<file path="src/sv/tlgl_pkg.sv">
`timescale 1ns / 1ps
// Shared types, sizes and codes for the text line glyph layout block.
// No dependencies; every other file of the block except tlgl_ram imports this package.
package tlgl_pkg;

  // Table and pen geometry.
  localparam int LINE_WIDTH  = 320;
  localparam int GLYPH_SLOTS = 128;
  localparam int SLOT_W      = $clog2(GLYPH_SLOTS);
  localparam int PEN_W       = 11;
  localparam int GW_W        = 8;
  localparam int SUM_W       = PEN_W + 1;

  localparam logic [PEN_W-1:0] PEN_MAX   = {PEN_W{1'b1}};
  localparam logic [SUM_W-1:0] LINE_LIM  = SUM_W'(LINE_WIDTH);
  localparam logic [PEN_W-1:0] BLANK_STEP = PEN_W'(4);
  localparam logic [PEN_W-1:0] LINE_STEP  = PEN_W'(8);

  // Tab stop every 80 columns: quotient by multiply with reciprocal.
  localparam logic [PEN_W-1:0] TAB_RECIP = PEN_W'(1639);
  localparam int               TAB_SHIFT = 17;
  localparam int               TAB_Q_W   = 2 * PEN_W - TAB_SHIFT;

  // Character codes.
  localparam logic [7:0] CH_TAB     = 8'h09;
  localparam logic [7:0] CH_NEWLINE = 8'h0A;
  localparam logic [7:0] CH_ESC     = 8'h1B;
  localparam logic [7:0] CH_SPACE   = 8'h20;
  localparam logic [7:0] CH_ZERO    = 8'h30;
  localparam logic [7:0] CH_NINE    = 8'h39;
  localparam logic [7:0] CH_LOW_A   = 8'h61;
  localparam logic [7:0] CH_LOW_Z   = 8'h7A;
  localparam logic [7:0] CH_CASE    = 8'h20;
  localparam logic [7:0] CH_LAST    = 8'h7F;
  localparam logic [6:0] CH_CURSOR  = 7'h5F;

  // Request types.
  localparam logic [1:0] REQ_LOAD  = 2'd0;
  localparam logic [1:0] REQ_START = 2'd1;
  localparam logic [1:0] REQ_CHAR  = 2'd2;
  localparam logic [1:0] REQ_END   = 2'd3;

  // Command kinds passed from the front end to the back end.
  localparam logic [2:0] K_START   = 3'd0;
  localparam logic [2:0] K_END     = 3'd1;
  localparam logic [2:0] K_NEWLINE = 3'd2;
  localparam logic [2:0] K_TAB     = 3'd3;
  localparam logic [2:0] K_ESC     = 3'd4;
  localparam logic [2:0] K_GLYPH   = 3'd5;
  localparam logic [2:0] K_BLANK   = 3'd6;

  // Configuration register indexes.
  localparam logic [1:0] CFG_FIRST_GLYPH = 2'd0;
  localparam logic [1:0] CFG_CURSOR_COL  = 2'd1;

  typedef struct packed {
    logic [2:0]        kind;
    logic [SLOT_W-1:0] slot;
    logic [GW_W-1:0]   width;
    logic              digit_ok;
    logic [3:0]        digit;
    logic [9:0]        start_x;
    logic [10:0]       start_y;
    logic [3:0]        color;
    logic              want_cursor;
  } cmd_t;

  typedef struct packed {
    logic [PEN_W-1:0]  draw_x;
    logic [PEN_W-1:0]  draw_y;
    logic [6:0]        glyph_slot;
    logic [3:0]        draw_color;
    logic              is_cursor;
  } draw_t;

endpackage

</file>
<file path="src/sv/tlgl_ram.sv">
`timescale 1ns / 1ps
// Generic single-port-write, single-port-read RAM with registered read data.
// No dependencies.
module tlgl_ram #(
  parameter int WIDTH = 8,
  parameter int DEPTH = 128
) (
  input  logic                     clk,
  input  logic                     we,
  input  logic [$clog2(DEPTH)-1:0] waddr,
  input  logic [WIDTH-1:0]         wdata,
  input  logic                     re,
  input  logic [$clog2(DEPTH)-1:0] raddr,
  output logic [WIDTH-1:0]         rdata
);

  logic [WIDTH-1:0] mem_r [DEPTH];
  logic [WIDTH-1:0] rdata_r;

  // Write port and registered read port; read data holds when re is low.
  always_ff @(posedge clk) begin
    if (we) begin
      mem_r[waddr] <= wdata;
    end
    if (re) begin
      rdata_r <= mem_r[raddr];
    end
  end

  assign rdata = rdata_r;

endmodule

</file>
<file path="src/sv/tlgl_front.sv">
`timescale 1ns / 1ps
// Front end: accepts items, writes the glyph width table, classifies
// characters and reads glyph widths. Uses tlgl_pkg and tlgl_ram.
module tlgl_front
  import tlgl_pkg::*;
(
  input  logic              clk,
  input  logic              rst_n,
  input  logic              push,
  output logic              full,
  input  logic [1:0]        req_type,
  input  logic [6:0]        table_slot,
  input  logic [7:0]        slot_width,
  input  logic [7:0]        char_code,
  input  logic [9:0]        start_x,
  input  logic [10:0]       start_y,
  input  logic [3:0]        line_color,
  input  logic              want_cursor,
  input  logic [6:0]        first_glyph,
  output logic              cmd_push,
  output cmd_t              cmd,
  input  logic              cmd_full
);

  logic              accept;
  logic [7:0]        cu;
  logic [6:0]        idx;
  logic [2:0]        kind;
  logic              ram_we;
  logic              ram_re;
  logic [GW_W-1:0]   ram_rdata;
  logic              s1_valid_r, s1_valid_nxt;
  cmd_t              s1_r;
  cmd_t              s1_nxt;

  assign full     = s1_valid_r && cmd_full;
  assign accept   = push && !full;
  assign cmd_push = s1_valid_r && !cmd_full;

  // Upper-case a..z, then classify the byte.
  always_comb begin
    cu = char_code;
    if (char_code >= CH_LOW_A && char_code <= CH_LOW_Z) begin
      cu = char_code - CH_CASE;
    end
    kind = K_BLANK;
    idx  = cu[6:0] - first_glyph;
    unique case (req_type)
      REQ_START: kind = K_START;
      REQ_END: begin
        kind = K_END;
        idx  = CH_CURSOR - first_glyph;
      end
      REQ_CHAR, REQ_LOAD: begin
        if (cu == CH_NEWLINE) begin
          kind = K_NEWLINE;
        end else if (cu == CH_TAB) begin
          kind = K_TAB;
        end else if (cu == CH_ESC) begin
          kind = K_ESC;
        end else if (cu != CH_SPACE && cu >= {1'b0, first_glyph} && cu <= CH_LAST) begin
          kind = K_GLYPH;
        end else begin
          kind = K_BLANK;
        end
      end
      default: kind = K_BLANK;
    endcase
  end

  // Glyph width table: loads write, characters and line ends read.
  assign ram_we = accept && (req_type == REQ_LOAD) && (32'(table_slot) < GLYPH_SLOTS);
  assign ram_re = accept && (req_type == REQ_CHAR || req_type == REQ_END);

  tlgl_ram #(
    .WIDTH (GW_W),
    .DEPTH (GLYPH_SLOTS)
  ) u_width_ram (
    .clk   (clk),
    .we    (ram_we),
    .waddr (table_slot[SLOT_W-1:0]),
    .wdata (slot_width),
    .re    (ram_re),
    .raddr (idx[SLOT_W-1:0]),
    .rdata (ram_rdata)
  );

  // Decode stage register, waiting for the table read to complete.
  always_comb begin
    s1_nxt             = s1_r;
    s1_valid_nxt       = s1_valid_r && !cmd_push;
    if (accept && req_type != REQ_LOAD) begin
      s1_valid_nxt       = 1'b1;
      s1_nxt.kind        = kind;
      s1_nxt.slot        = idx[SLOT_W-1:0];
      s1_nxt.width       = '0;
      s1_nxt.digit_ok    = (char_code >= CH_ZERO) && (char_code <= CH_NINE);
      s1_nxt.digit       = char_code[3:0];
      s1_nxt.start_x     = start_x;
      s1_nxt.start_y     = start_y;
      s1_nxt.color       = line_color;
      s1_nxt.want_cursor = want_cursor;
    end
  end

  always_ff @(posedge clk) begin
    if (!rst_n) begin
      s1_valid_r <= 1'b0;
    end else begin
      s1_valid_r <= s1_valid_nxt;
    end
    s1_r <= s1_nxt;
  end

  // Attach the width read when the command entered the decode register.
  always_comb begin
    cmd       = s1_r;
    cmd.width = ram_rdata;
  end

endmodule

</file>
<file path="src/sv/tlgl_cmdq.sv">
`timescale 1ns / 1ps
// Four-entry command queue between the front end and the back end.
// Uses tlgl_pkg for the command type.
module tlgl_cmdq
  import tlgl_pkg::*;
(
  input  logic clk,
  input  logic rst_n,
  input  logic push,
  input  cmd_t wdata,
  output logic full,
  input  logic pop,
  output logic empty,
  output cmd_t rdata
);

  localparam int QD = 4;
  localparam int QA = $clog2(QD);

  cmd_t          ent_r [QD];
  logic [QA-1:0] wp_r, wp_nxt;
  logic [QA-1:0] rp_r, rp_nxt;
  logic [QA:0]   cnt_r, cnt_nxt;

  assign full  = (cnt_r == (QA+1)'(QD));
  assign empty = (cnt_r == '0);
  assign rdata = ent_r[rp_r];

  // Pointer and fill count update.
  always_comb begin
    wp_nxt  = push ? wp_r + 1'b1 : wp_r;
    rp_nxt  = pop ? rp_r + 1'b1 : rp_r;
    cnt_nxt = cnt_r + (QA+1)'(push) - (QA+1)'(pop);
  end

  always_ff @(posedge clk) begin
    if (!rst_n) begin
      wp_r  <= '0;
      rp_r  <= '0;
      cnt_r <= '0;
    end else begin
      wp_r  <= wp_nxt;
      rp_r  <= rp_nxt;
      cnt_r <= cnt_nxt;
    end
    if (push) begin
      ent_r[wp_r] <= wdata;
    end
  end

endmodule

</file>
<file path="src/sv/tlgl_back.sv">
`timescale 1ns / 1ps
// Back end: keeps the pen, colour and line state, executes commands and
// queues draw transactions. Uses tlgl_pkg.
module tlgl_back
  import tlgl_pkg::*;
(
  input  logic       clk,
  input  logic       rst_n,
  input  logic       cmd_empty,
  input  cmd_t       cmd,
  output logic       cmd_pop,
  input  logic [3:0] cursor_color,
  output logic       out_empty,
  input  logic       out_pop,
  output draw_t      out_draw
);

  logic [PEN_W-1:0]     pen_x_r, pen_x_nxt;
  logic [PEN_W-1:0]     pen_y_r, pen_y_nxt;
  logic [3:0]           color_r, color_nxt;
  logic                 esc_r, esc_nxt;
  logic                 stop_r, stop_nxt;

  logic [SUM_W-1:0]     x_plus_w;
  logic [SUM_W-1:0]     x_plus_b;
  logic [SUM_W-1:0]     y_plus_l;
  logic [2*PEN_W-1:0]   tab_prod;
  logic [TAB_Q_W:0]     tab_q1;
  logic [SUM_W-1:0]     tab_next;
  logic [PEN_W-1:0]     x_glyph, x_blank, x_tab, y_line;

  logic                 emit;
  draw_t                res;

  // Result queue, two entries.
  draw_t                rq_r [2];
  logic                 rq_wp_r, rq_rp_r;
  logic [1:0]           rq_cnt_r;
  logic                 rq_full;

  assign rq_full   = (rq_cnt_r == 2'd2);
  assign out_empty = (rq_cnt_r == 2'd0);
  assign out_draw  = rq_r[rq_rp_r];
  assign cmd_pop   = !cmd_empty && !rq_full;

  // Pen arithmetic with saturation.
  always_comb begin
    x_plus_w = {1'b0, pen_x_r} + SUM_W'(cmd.width);
    x_plus_b = {1'b0, pen_x_r} + {1'b0, BLANK_STEP};
    y_plus_l = {1'b0, pen_y_r} + {1'b0, LINE_STEP};
    tab_prod = pen_x_r * TAB_RECIP;
    tab_q1   = {1'b0, tab_prod[2*PEN_W-1:TAB_SHIFT]} + 1'b1;
    tab_next = (SUM_W'(tab_q1) << 6) + (SUM_W'(tab_q1) << 4);
    x_glyph  = (x_plus_w > {1'b0, PEN_MAX}) ? PEN_MAX : x_plus_w[PEN_W-1:0];
    x_blank  = (x_plus_b > {1'b0, PEN_MAX}) ? PEN_MAX : x_plus_b[PEN_W-1:0];
    x_tab    = (tab_next > {1'b0, PEN_MAX}) ? PEN_MAX : tab_next[PEN_W-1:0];
    y_line   = (y_plus_l > {1'b0, PEN_MAX}) ? PEN_MAX : y_plus_l[PEN_W-1:0];
  end

  // Command execution.
  always_comb begin
    pen_x_nxt      = pen_x_r;
    pen_y_nxt      = pen_y_r;
    color_nxt      = color_r;
    esc_nxt        = esc_r;
    stop_nxt       = stop_r;
    emit           = 1'b0;
    res.draw_x     = pen_x_r;
    res.draw_y     = pen_y_r;
    res.glyph_slot = 7'(cmd.slot);
    res.draw_color = color_r;
    res.is_cursor  = 1'b0;
    if (cmd_pop) begin
      if (cmd.kind == K_START) begin
        pen_x_nxt = PEN_W'(cmd.start_x);
        pen_y_nxt = cmd.start_y;
        color_nxt = cmd.color;
        esc_nxt   = 1'b0;
        stop_nxt  = 1'b0;
      end else if (cmd.kind == K_END) begin
        esc_nxt = 1'b0;
        if (cmd.want_cursor && x_plus_w <= LINE_LIM) begin
          emit           = 1'b1;
          res.draw_color = cursor_color;
          res.is_cursor  = 1'b1;
        end
      end else if (stop_r) begin
        // Stopped line: characters are dropped until the next line start.
      end else if (esc_r) begin
        esc_nxt = 1'b0;
        if (cmd.digit_ok) begin
          color_nxt = cmd.digit;
        end
      end else begin
        unique case (cmd.kind)
          K_NEWLINE: begin
            pen_x_nxt = '0;
            pen_y_nxt = y_line;
          end
          K_TAB: pen_x_nxt = x_tab;
          K_ESC: esc_nxt = 1'b1;
          K_GLYPH: begin
            if (x_plus_w > LINE_LIM) begin
              stop_nxt = 1'b1;
            end else begin
              emit      = 1'b1;
              pen_x_nxt = x_glyph;
            end
          end
          default: begin
            pen_x_nxt = x_blank;
            if ({1'b0, x_blank} >= LINE_LIM) begin
              stop_nxt = 1'b1;
            end
          end
        endcase
      end
    end
  end

  always_ff @(posedge clk) begin
    if (!rst_n) begin
      pen_x_r  <= '0;
      pen_y_r  <= '0;
      color_r  <= '0;
      esc_r    <= 1'b0;
      stop_r   <= 1'b0;
      rq_wp_r  <= 1'b0;
      rq_rp_r  <= 1'b0;
      rq_cnt_r <= '0;
    end else begin
      pen_x_r  <= pen_x_nxt;
      pen_y_r  <= pen_y_nxt;
      color_r  <= color_nxt;
      esc_r    <= esc_nxt;
      stop_r   <= stop_nxt;
      rq_wp_r  <= rq_wp_r ^ emit;
      rq_rp_r  <= rq_rp_r ^ (out_pop && !out_empty);
      rq_cnt_r <= rq_cnt_r + 2'(emit) - 2'(out_pop && !out_empty);
    end
    if (emit) begin
      rq_r[rq_wp_r] <= res;
    end
  end

endmodule

</file>
<file path="src/sv/text_line_glyph_layout.sv">
`timescale 1ns / 1ps
// Top level of the text line glyph layout block: configuration registers
// and the front end, command queue and back end. Uses tlgl_pkg.
//
//  channel   ports                         accepted when
//  input     in_push / in_full, in_*       in_push && !in_full
//  result    out_empty / out_pop, out_*    out_pop && !out_empty
//  config    cfg_valid / cfg_ready         cfg_valid && cfg_ready
//
// One item per cycle sustained while the result side keeps popping. A character
// passes the decode register, where the glyph width table is read, then the
// head of the command queue, where the back end updates the pen with one add
// and compare, then the result queue before it is on the result ports.
// rst_n is synchronous; it empties both queues and clears the pen state.
// The glyph width table is not cleared. A stalled result side fills the
// result and command queues, then raises in_full.
module text_line_glyph_layout
  import tlgl_pkg::*;
(
  input  logic        clk,
  input  logic        rst_n,
  input  logic        in_push,
  output logic        in_full,
  input  logic [1:0]  in_req_type,
  input  logic [6:0]  in_table_slot,
  input  logic [7:0]  in_slot_width,
  input  logic [7:0]  in_char_code,
  input  logic [9:0]  in_start_x,
  input  logic [10:0] in_start_y,
  input  logic [3:0]  in_line_color,
  input  logic        in_want_cursor,
  output logic        out_empty,
  input  logic        out_pop,
  output logic [10:0] out_draw_x,
  output logic [10:0] out_draw_y,
  output logic [6:0]  out_glyph_slot,
  output logic [3:0]  out_draw_color,
  output logic        out_is_cursor,
  input  logic        cfg_valid,
  output logic        cfg_ready,
  input  logic [1:0]  cfg_index,
  input  logic [6:0]  cfg_data
);

  logic [6:0] first_glyph_r;
  logic [3:0] cursor_color_r;
  logic       cmd_push, cmd_full, cmd_pop, cmd_empty;
  cmd_t       cmd_in, cmd_out;
  draw_t      draw;

  // Configuration registers; writes are always taken.
  assign cfg_ready = 1'b1;

  always_ff @(posedge clk) begin
    if (!rst_n) begin
      first_glyph_r  <= 7'd33;
      cursor_color_r <= '0;
    end else if (cfg_valid) begin
      if (cfg_index == CFG_FIRST_GLYPH) begin
        first_glyph_r <= cfg_data;
      end else if (cfg_index == CFG_CURSOR_COL) begin
        cursor_color_r <= cfg_data[3:0];
      end
    end
  end

  tlgl_front u_front (
    .clk         (clk),
    .rst_n       (rst_n),
    .push        (in_push),
    .full        (in_full),
    .req_type    (in_req_type),
    .table_slot  (in_table_slot),
    .slot_width  (in_slot_width),
    .char_code   (in_char_code),
    .start_x     (in_start_x),
    .start_y     (in_start_y),
    .line_color  (in_line_color),
    .want_cursor (in_want_cursor),
    .first_glyph (first_glyph_r),
    .cmd_push    (cmd_push),
    .cmd         (cmd_in),
    .cmd_full    (cmd_full)
  );

  tlgl_cmdq u_cmdq (
    .clk   (clk),
    .rst_n (rst_n),
    .push  (cmd_push),
    .wdata (cmd_in),
    .full  (cmd_full),
    .pop   (cmd_pop),
    .empty (cmd_empty),
    .rdata (cmd_out)
  );

  tlgl_back u_back (
    .clk          (clk),
    .rst_n        (rst_n),
    .cmd_empty    (cmd_empty),
    .cmd          (cmd_out),
    .cmd_pop      (cmd_pop),
    .cursor_color (cursor_color_r),
    .out_empty    (out_empty),
    .out_pop      (out_pop),
    .out_draw     (draw)
  );

  assign out_draw_x     = draw.draw_x;
  assign out_draw_y     = draw.draw_y;
  assign out_glyph_slot = draw.glyph_slot;
  assign out_draw_color = draw.draw_color;
  assign out_is_cursor  = draw.is_cursor;

endmodule

</file>
<file path="config.mk">
export PLATFORM = sky130hd
export DESIGN_NAME = text_line_glyph_layout
export DESIGN_NICKNAME = d
export VERILOG_FILES = /design/src/sv/tlgl_pkg.sv /design/src/sv/tlgl_ram.sv /design/src/sv/tlgl_front.sv /design/src/sv/tlgl_cmdq.sv /design/src/sv/tlgl_back.sv /design/src/sv/text_line_glyph_layout.sv
export SDC_FILE = /design/constraint.sdc
export NUM_CORES = 2
export LEC_CHECK = 0
export ABC_AREA = 1
export BUFFER_PORTS_ARGS = -buffer_cell sky130_fd_sc_hd__buf_2
export CELL_PAD_IN_SITES_DETAIL_PLACEMENT = 1
export CELL_PAD_IN_SITES_GLOBAL_PLACEMENT = 2
export CORE_ASPECT_RATIO = 1.2
export CORE_MARGIN = 10
export CORE_UTILIZATION = 45
export CTS_CLUSTER_SIZE = 25
export DETAILED_ROUTE_END_ITERATION = 12
export GPL_TIMING_DRIVEN = 0
export PLACE_DENSITY = 0.84
export SYNTH_ARGS = -nofsm -noshare
export SYNTH_HDL_FRONTEND = slang
export SYNTH_SLANG_ARGS = --single-unit
</file>
<file path="constraint.sdc">
create_clock -name clk -period 7.47 [get_ports clk]
set_input_delay 1.494 -clock clk [delete_from_list [all_inputs] [get_ports clk]]
set_output_delay 1.494 -clock clk [all_outputs]
set_load 0.02 [all_outputs]
</file>
==> impl_metrics.json <==
{
  "clockBufferDepth": 3,
  "clock_sinks": 1391,
  "layout_worst_path_cycle_share_pct": 89.92,
  "antenna_found_initial": 14,
  "netlist_top_cells_count": "edfxtp_1 (1337), nor2_1 (820), o21ai_0 (629)",
  "cts-buffers-inserted": 144,
  "post_cts_buffers": 0,
  "final_area_sq_um": 66780,
  "synthFlopType": "edfxtp_1",
  "wl_per_cell_um": 35.62,
  "power_mw": 22.77,
  "ctsResizeCount": 0,
  "crit_fanout": 10,
  "power_leakage_nw": 22.60,
  "dr_total_vias": 43470,
  "final_cells": 6682,
  "core_area_sq_um": 128500,
  "grt_pass1_vias": 44100,
  "viasPerCell": 6.506,
  "ant_nets": 0,
  "cts_hold_buf": 0,
  "utilization_pct": 51.99,
  "dp_hpwl_um": 165800,
  "final_hold_viol_count": 0,
  "die_w_um": 348.4,
  "drt-total-wl_um": 238000,
  "root_buffer": "clkbuf_16",
  "cpMostUsedCell": "nand2_1",
  "synth_area_per_cell_sq_um": 12.71,
  "grt_pass1_wl_um": 328200,
  "timing.final.ws_setup_ns": 0.7527,
  "cp_slowest_cell": "dfxtp_1",
  "fp.dieH_um": 414.1,
  "firstDrtPassIters": 6,
  "holdWs_ns": 0.4534,
  "setup-violations-final": 0,
  "yosysSeqAreaShare_pct": 70.79,
  "grt_usage_pct": 32.09,
  "dp.cells": 6409,
  "num_io_pins": 102,
  "cp-end-kind": "flip-flop",
  "nets": 5084,
  "grt_max_degree": 106,
  "synth_area_leaders": "edfxtp_1 (69%), o21ai_0 (5.4%), nor2_1 (5.3%)",
  "grt_setup_unrepaired": "no",
  "first_iter_violations": 6240,
  "status": "finished, violations left",
  "cp_slowest_stage_delay_ns": 0.66,
  "cts_htree_levels": 4,
  "max-cap-violations": 11,
  "clk_pin_slew_ns": 0.07,
  "yosysUniqueCellTypes": 48,
  "port_buffers": 99,
  "syn2layout_area_growth_pct": 14.66,
  "crit_type": "reg -> reg",
  "dp_slack_ns": 0.7201,
  "ff2ff_path_depth": 33,
  "powerDensity_nw_per_um2": 340.9,
  "synth_nets": 4786,
  "num_rows": 144,
  "crit_required_ns": 8.19,
  "ir_drop_mv": 0.2913,
  "synth_top_area_cell": "edfxtp_1",
  "cts_tree": "yes",
  "finalMaxSlewViolations": 48,
  "setup.worst_path.start_class": "flip-flop",
  "async_reset_ff_share_pct": 0,
  "fmax_mhz": 148.9,
  "drive_gt1_share_pct": 11.43,
  "syn_area_sq_um": 58240,
  "ys_ff_latch": 1391,
  "place_area_sq_um": 61900,
  "ys_warn_count": 0,
  "clk_latency_ns": 0.79,
  "max-slew-margin-rel_pct": -5.024,
  "grt_overflow": 0,
  "clock_skew_ns": 0.03838,
  "fin_crit_ns": 6.717,
  "worstMarginPinSlew_ns": 1.575,
  "synth_top_area_share_pct": 68.93,
  "syn_inst": 4581,
  "initial_utilization_pct": 45.34,
  "crit_arrival_ns": 7.43,
  "place_congestion": 1.031,
  "hold_depth": 0,
  "min_path_type": "reg -> reg",
  "synth_edf_count": 1337,
  "post-synth-top-count-cell": "edfxtp_1",
  "setup_tns_ns": 0,
  "failed_checks": "capacitance limit, slew limit",
  "drc": 0,
  "die-area_sq_um": 144300
}
## cell type report
| type | instances | area (sq um) |
|---|---|---|
| diodes | 8 | 20.02 |
| plain buffers | 276 | 1187 |
| well taps | 1679 | 2101 |
| clock buffers | 182 | 3944 |
| repair buffers | 152 | 1435 |
| inverters | 225 | 847.1 |
| fillers | 12960 | 61680 |
| multi-input cells | 2689 | 15160 |
| flip-flops and latches | 1391 | 41230 |
| clock inverters | 80 | 859.6 |
## critical path, delay by kind of cell, from the launching register on
kind / cells / cell delay, ns
simple gates: 15 / 1.40
buf+inv: 6 / 0.59
compound gates: 4 / 0.74
flops: 1 / 0.66
fa+ha+maj: 8 / 3.26
## report_power, final
part	total, mW	leakage [nW]	internal [mW]	switching [mW]
sequential	9.04	12.5	8.84	0.196
clock	7.46	2.36	4.31	3.16
combinational	6.26	7.73	1.77	4.49
## worst paths after layout
check	slack [ns]	to	from
setup reg to reg	0.75	u_back.pen_x_r[7]	u_back.pen_x_r[2]
hold / removal	0.45	u_back.rq_r[1][12]	u_back.pen_y_r[0]
hold reg to reg	0.45	u_back.rq_r[1][12]	u_back.pen_y_r[0]
setup / recovery	0.75	u_back.pen_x_r[7]	u_back.pen_x_r[2]
## routing by layer
metal / up-vias / wire (um) / track usage (%)
met5: - / 65 / 0
met3: 1026 / 24270 / 8.338
met4: 8 / 21760 / 24.00
li1: 17580 / - / -
met2: 3073 / 112000 / 52.55
met1: 21780 / 79860 / 35.85
## placed cells by master (no fill, tap or decap), drive strengths merged, types with 5 or more instances in the layout
master  netlist  routed
nor3         17      17
o221ai      187     187
nor2        822     822
mux2         34      34
edfxtp     1337    1337
ha          103     103
o22ai       115     115
a31oi        13      13
dfxtp        54      54
a211oi        7       7
clkinv        3      55
o21ai       670     670
nand4        21      21
nand2       246     246
inv         222     234
o211ai       76      76
xor2         22      22
xnor2         8       8
a32oi         5       5
diode         0       8
nand3       196     196
clkbuf      169     353
bufinv        0      16
buf         107     257
fa           37      37
a21oi        93      93
## flip-flops by register name, indices dropped and copies added, names as in the netlist, named ones only
name,flops
cursor_color_r,4
first_glyph_r,7
u_back.color_r,4
u_back.esc_r,1
u_back.pen_x_r,11
u_back.pen_y_r,11
u_back.rq_cnt_r,2
u_back.rq_r,68
u_back.rq_rp_r,1
u_back.rq_wp_r,1
u_back.stop_r,1
u_cmdq.cnt_r,3
u_cmdq.ent_r,196
u_cmdq.rp_r,2
u_cmdq.wp_r,2
u_front.cmd,41
u_front.s1_valid_r,1
u_front.u_width_ram.mem_r,1024
u_front.u_width_ram.rdata,8
## cell families (layout without fill, tap and decap cells)
logic type               Yosys count  count (layout)  share of synthesized area (%)
buffers and inverters            501             915                          3.491
XOR/XNOR                          30              30                         0.4511
multiplexers                      34              34                         0.6574
other                              1               9                       0.006439
AND/OR/NAND/NOR                 1309            1309                          9.048
adder cells (fa/ha/maj)          140             140                          3.484
flip-flops                      1391            1391                          70.79
AO/OA/AOI/OAI                   1175            1175                          12.07
Note: power is estimated with default switching activity, not from simulation.
